## config.mk

```make
export PLATFORM = sky130hd
export DESIGN_NAME = ccc_ctrl
export DESIGN_NICKNAME = d
export VERILOG_FILES = /design/src/sv/ccc_pkg.sv /design/src/sv/ccc_ctrl.sv
export SDC_FILE = /design/constraint.sdc
export NUM_CORES = 1
export LEC_CHECK = 0
export BUFFER_PORTS_ARGS = -buffer_cell sky130_fd_sc_hd__buf_2
export CAP_MARGIN = 10
export CORE_AREA = 2 2 39 41
export DETAILED_ROUTE_END_ITERATION = 6
export DIE_AREA = 0 0 41 43
export PLACE_DENSITY = 0.59
export SYNTH_ARGS = -nofsm -noshare
export SYNTH_HDL_FRONTEND = slang
export SYNTH_SLANG_ARGS = --single-unit
```

## constraint.sdc

```tcl
create_clock -name clk -period 4.6 [get_ports clk]
set_input_delay 0.46 -clock clk [delete_from_list [all_inputs] [get_ports clk]]
set_output_delay 0.46 -clock clk [all_outputs]
set_load 0.03 [all_outputs]
```

## src/sv/ccc_pkg.sv

```systemverilog
// shared types, constants and register map of the code co-occurrence counter
// used by every module of the block, depends on nothing
package ccc_pkg;

    // defaults of the top level parameters
    localparam int TOTAL_CODES_DEF  = 256;
    localparam int MAX_SUBDICTS_DEF = 8;
    localparam int COUNT_BITS_DEF   = 32;

    // field and register widths
    localparam int MODE_W    = 2;
    localparam int INDEX_W   = 8;
    localparam int RESULT_W  = 32;
    localparam int CPP_W     = 4;
    localparam int SDS_W     = 9;
    localparam int SUB_CNT_W = 5;   // holds a code count of up to 31
    localparam int PADDR_W   = 4;
    localparam int PDATA_W   = 32;
    localparam int REG_IDX_W = 2;

    // item modes
    localparam logic [MODE_W-1:0] MODE_CLEAR = 2'd0;
    localparam logic [MODE_W-1:0] MODE_PUSH  = 2'd1;
    localparam logic [MODE_W-1:0] MODE_READ  = 2'd2;

    // register indexes, byte address is four times the index
    localparam logic [REG_IDX_W-1:0] REG_INDEX_MODE      = 2'd0;
    localparam logic [REG_IDX_W-1:0] REG_CODES_PER_POINT = 2'd1;
    localparam logic [REG_IDX_W-1:0] REG_SUBDICT_SIZE    = 2'd2;

    // register reset values
    localparam logic             INDEX_MODE_RST      = 1'b0;
    localparam logic [CPP_W-1:0] CODES_PER_POINT_RST = 4'd8;
    localparam logic [SDS_W-1:0] SUBDICT_SIZE_RST    = 9'd32;

    typedef struct packed {
        logic [MODE_W-1:0]  mode;
        logic [INDEX_W-1:0] code_index;
        logic [INDEX_W-1:0] read_row;
        logic [INDEX_W-1:0] read_col;
    } ccc_item_t;

    typedef struct packed {
        logic [RESULT_W-1:0] pair_count;
        logic                index_error;
    } ccc_result_t;

    typedef struct packed {
        logic             index_mode;
        logic [CPP_W-1:0] codes_per_point;
        logic [SDS_W-1:0] subdict_size;
    } ccc_cfg_t;

    // controller to datapath
    typedef struct packed {
        logic clear_start;
        logic clear_step;
        logic push;
        logic close_start;
        logic read_issue;
        logic row_load;
        logic pair_step;
        logic out_load;
    } ccc_cmd_t;

    // datapath to controller
    typedef struct packed {
        logic push_closes;
        logic clear_last;
        logic a_last;
        logic b_last;
        logic out_free;
    } ccc_status_t;

endpackage

```

## src/sv/ccc_ctrl.sv

```systemverilog
// controller of the code co-occurrence counter: sequences clear passes,
// point closing and count reads; depends on ccc_pkg
module ccc_ctrl (
    input  logic                       clk,
    input  logic                       rst_n,
    input  logic                       item_valid,
    input  logic [ccc_pkg::MODE_W-1:0] item_mode,
    output logic                       item_stall,
    input  ccc_pkg::ccc_status_t       status,
    output ccc_pkg::ccc_cmd_t          cmd
);

    typedef enum logic [5:0] {
        ST_CLEAR  = 6'b000001,
        ST_IDLE   = 6'b000010,
        ST_ROW    = 6'b000100,
        ST_PAIR   = 6'b001000,
        ST_DRAIN  = 6'b010000,
        ST_RESULT = 6'b100000
    } state_t;

    state_t state_reg;
    state_t state_next;
    logic   accept;

    assign item_stall = (state_reg != ST_IDLE);
    assign accept     = item_valid && (state_reg == ST_IDLE);

    always_comb
    begin
        state_next = state_reg;
        cmd        = '0;
        case (state_reg)
            ST_CLEAR:
            begin
                cmd.clear_step = 1'b1;
                if (status.clear_last)
                begin
                    state_next = ST_IDLE;
                end
            end
            ST_IDLE:
            begin
                if (accept)
                begin
                    case (item_mode)
                        ccc_pkg::MODE_CLEAR:
                        begin
                            cmd.clear_start = 1'b1;
                            state_next      = ST_CLEAR;
                        end
                        ccc_pkg::MODE_PUSH:
                        begin
                            cmd.push = 1'b1;
                            if (status.push_closes)
                            begin
                                cmd.close_start = 1'b1;
                                state_next      = ST_ROW;
                            end
                        end
                        ccc_pkg::MODE_READ:
                        begin
                            cmd.read_issue = 1'b1;
                            state_next     = ST_RESULT;
                        end
                        default:
                        begin
                            state_next = ST_IDLE;
                        end
                    endcase
                end
            end
            ST_ROW:
            begin
                cmd.row_load = 1'b1;
                state_next   = ST_PAIR;
            end
            ST_PAIR:
            begin
                cmd.pair_step = 1'b1;
                if (status.b_last)
                begin
                    state_next = status.a_last ? ST_DRAIN : ST_ROW;
                end
            end
            ST_DRAIN:
            begin
                // last increment is written in this cycle
                state_next = ST_IDLE;
            end
            ST_RESULT:
            begin
                if (status.out_free)
                begin
                    cmd.out_load = 1'b1;
                    state_next   = ST_IDLE;
                end
            end
            default:
            begin
                state_next = ST_IDLE;
            end
        endcase
    end

    always_ff @(posedge clk or negedge rst_n)
    begin
        if (!rst_n)
        begin
            state_reg <= ST_CLEAR;
        end
        else
        begin
            state_reg <= state_next;
        end
    end

endmodule

```

After elaboration in Yosys (flattened, before gate mapping)
Cells that the tools add are included.
{"block": "totals", "reg_bits": 6, "rom_bits": 0, "latch_bits": 0, "input_bits": 10, "n_memories": 0, "output_inout_bits": 9, "ramBits": 0}
{"block": "classes", "n_addsub": 0, "eq_ne": 13, "reduce_logical": 3, "n_lt_le_gt_ge": 0, "n_mul": 0, "shift": 0, "div": 0, "mux": 21, "n_bitwise": 0}
{"operator": "two-way mux 6 bit", "count": 5}
{"operator": "case mux 6 bit (5 select lines)", "count": 1}
{"operator": "case mux 6 bit (3 select lines)", "count": 1}
{"operator": "two-way mux 1 bit", "count": 10}
{"operator": "inequality test 2 bit (second input constant)", "count": 4}
{"operator": "== test 6 x 1 -> 1 bit (second input constant)", "count": 1}
{"operator": "== test 6 x 2 -> 1 bit (second input constant)", "count": 1}
{"operator": "== test 6 x 3 -> 1 bit (second input constant)", "count": 1}
{"operator": "== test 6 x 4 -> 1 bit (second input constant)", "count": 1}
{"operator": "== test 6 bit (second input constant)", "count": 1}
{"operator": "two-way mux 3 bit", "count": 2}
{"operator": "inequality test 6 x 2 -> 1 bit (second input constant)", "count": 1}
{"operator": "two-way mux 5 bit", "count": 1}
{"operator": "AND reduction 5 bit", "count": 1}
{"operator": "inequality test 3 bit (second input constant)", "count": 1}
{"operator": "== test 2 x 1 -> 1 bit (second input constant)", "count": 1}
{"operator": "== test 2 bit (second input constant)", "count": 1}
{"operator": "logical NOT 2 bit", "count": 1}
{"operator": "two-way mux 2 bit", "count": 1}
{"operator": "logical AND 1 bit", "count": 1}

Depth between registers and ports, before layout
{"block": "logic_depth", "ltp_word": 4, "mapped_depth": 5, "depth_no_buf": 5}

Worst setup path after synthesis
Ideal clock, no wire load.
{"block": "synth_path", "path_kind": "register -> output", "start": "register state_reg[3]", "end": "output port cmd[3] (netlist name)", "stages_incl_launch_ff": 5, "arrival_ns": 2.035, "setup_slack_ns": 2.105, "required_time_ns": 4.140, "path_cell_list": "dfrtp_1 or4_4 nor3b_2 nand2_2 nor3_1"}
{"item": "from (decl)", "line": "ccc_ctrl.sv:22", "text": "state_t state_reg;"}
{"item": "from (signal assigned)", "line": "ccc_ctrl.sv:114", "text": "state_reg <= state_next;"}
{"item": "to (decl)", "line": "ccc_ctrl.sv:10", "text": "output ccc_pkg::ccc_cmd_t cmd"}

==> impl_metrics.toml <==
[die]
core_region_area_sq_um = 1384
die_h_um = 43
ios = 19
start_util = 0.2866
die_w_um = 41
std_cell_rows = 14
die_area_sq_um = 1763

[final_layout]
largest_register_ffs = 6
multi_input_area_sq_um = 234.0
regArea_sq_um = 151.4
fin_nets = 73
num_antenna_cells = 0
nFillCells = 146
drive_gt1_frac = 0.5000
area_growth_pct = 34.38

[drt]
detail_route.iter0.violations = 8
post_drt_via_cell_ratio = 4.936
routed_wirelength_um = 863
wl_per_cell_um = 11.06
postRouteAntennaNets = 0
vias = 385
first_pass_iters = 4
drc = 0

[synthesis]
synth_top_family_by_area = "simple AND/OR/NAND/NOR gates"
synthesis.area_sq_um = 396.6
avgSynthCellArea_sq_um = 9.916
synth-xor-area-share = 0.02208
synth_seq_area_share = 0.3817
syn_nets = 50
synth-compound-area-share = 0.1672
synth_cell_types = 29
synthAdderAreaFrac = 0
postSynthCellCount = 40
synthSimpleGateAreaFrac = 0.4006
yosysWarnings = 0
synthMuxAreaShare = 0
synth-seq-cells = 6

[cts]
clock_latency_ps = 250
cts_made_buffers = 3
root_buffer = "clkbuf_4"
cts_sinks = 6
clockBufferDepth = 2
cts_tree = "done"
post_cts_resized = 0
path_clk_slew_ps = 50
htree_num_levels = 1
cts_setup_buffers = 0
ctsHoldBuffers = 0

[power_and_ir_drop]
powerDensity_nw_per_um2 = 409.5
p_leak_nw = 0.2866
worst_ir_drop_vdd_uv = 157.1

[setup_path]
crit_family = "simple AND/OR/NAND/NOR gates"
cp_max_fo = 6
cp_cell_sequence = "or4_4 -> nor3b_2 -> nand2_2 -> nor3_1 -> buf_2"
path_buf_inv = 1
r2r_start = "state_reg[3]"
cp-startpoint = "state_reg[3]"
crit_slowest_cell = "or4_4"
cp-end-kind = "output pin"
cp.arrival_ps = 2050
cp.required_ps = 4140
max_stage_delay_ps = 570
path_class = "flip-flop to output pin"
start_kind = "flip-flop"

[worst_hold_path]
holdCritPathClass = "input port to async pin"

[grt]
grt_antenna_before_repair = 0
grt_pass1_wl_um = 1428
overflow = 0
grt_usage = 0.1258
grt.met1_usage = 0.1628
grt_max_degree = 8
grt_use_met3 = 0.01571
use_met2 = 0.1688
top_usage_layer = "met2"
grt_pass1_vias = 371

[job]
drv_cap = 0

[placement]
hpwl_um = 701.7
gp_congestion = 0.7172
port_buffers = 18

[sta]
max_freq_mhz = 398.0
tns_ps = 0
finClkSkew_ps = 9.069
rsz0062_at_grt = "false"
timing.hold.ws_ps = 22.80
final.min_clock_period_ps = 2513
post-route-period-util = 0.5462
slew_headroom = 0.6803
hold_viol_final = 0
slew_viol_final = 0
max_slew.worst_pin.slew_ps = 475.1
setup_violations = 0

[run_status]
status = "finished clean"
-- cell usage after synthesis, drive strengths merged --
| library cell | n | area share |
|---|---|---|
| o31ai | 2 | 0.038 |
| inv | 3 | 0.028 |
| and3b | 1 | 0.025 |
| or4bb | 1 | 0.028 |
| dfrtp | 5 | 0.32 |
| nor3b | 2 | 0.050 |
| nand2 | 3 | 0.035 |
| xor2 | 1 | 0.022 |
| nand2b | 1 | 0.016 |
| nand3b | 1 | 0.019 |
| nor3 | 3 | 0.050 |
| a22o | 1 | 0.022 |
| and4b | 1 | 0.025 |
| or4b | 1 | 0.035 |
| or4 | 1 | 0.028 |
| and3 | 1 | 0.016 |
| o22a | 1 | 0.022 |
| nor2 | 3 | 0.028 |
| dfstp | 1 | 0.066 |
| o211ai | 1 | 0.032 |
| o21ai | 2 | 0.035 |
| nor4 | 2 | 0.032 |
| o21bai | 1 | 0.019 |
| nand3 | 1 | 0.013 |
-- per-stage QoR --
step	total power, mW	instance area, sq um	setup WS, ps	utilization	instances
floorplan	0.1433	396.6	2105	-	40
global placement	0.1681	506.7	2368	0.3662	74
detailed placement	0.1677	506.7	2349	0.3662	74
CTS	0.2219	533.0	2068	0.3852	78
global route	0.2333	533.0	1956	0.3852	78
finish	0.2183	533.0	2087	0.3852	78
-- metal layers --
layer	vias to the layer above	share of wire
li1	194	-
met1	176	0.44
met2	15	0.49
met3	0	0.065
met4	0	0
met5	-	0
-- worst paths after layout --
| check | endpoint | slack (ps) | cells after the start |
|---|---|---|---|
| worst max-delay path | cmd[3] | 2090 | 5 |
| worst min-delay path | state_reg[2] | 20 | 1 |
| worst max register to register | state_reg[1] | 2780 | 4 |
| worst min register to register | state_reg[0] | 630 | 2 |
| max in group asynchronous | state_reg[0] | 4350 | 1 |
| min in group clk | state_reg[0] | 430 | 2 |
-- cells in the final DEF (no fill, tap or decap), types with 2 or more instances in the layout --
master    count
nor3_1        2
inv_1         2
nor4_1        2
nor2_1        3
buf_2        18
o31ai_1       2
clkbuf_4      3
dfrtp_1       5
nand2_1       2
-- area by class of cell --
class	count	share of cell area
clock buffer	4	0.04930
inverter	3	0.02113
multi-input combinational	31	0.4390
sequential	6	0.2840
tap	16	0.03756
timing repair buffer	18	0.1690
-- worst register-to-register path, delay by kind of cell (launching register included) --
| kind | cells | cell delay [ps] |
|---|---|---|
| compound gates | 2 | 190 |
| simple gates | 2 | 1090 |
| flops | 1 | 420 |
-- kinds of logic (layout without fill, tap and decap cells) --
| group | Yosys count | after routing |
|---|---|---|
| AO/OA/AOI/OAI | 8 | 8 |
| buffers and inverters | 3 | 25 |
| AND/OR/NAND/NOR | 22 | 22 |
| flip-flops | 6 | 6 |
| XOR/XNOR | 1 | 1 |
-- power by group --
part	switching (mW)	internal [mW]	leakage, nW
clock	0.0184	0.0328	0.0150
sequential	0.00879	0.0615	0.0762
combinational	0.0597	0.0370	0.195
total	0.0870	0.131	0.287
Note: power is estimated with default switching activity, not from simulation.
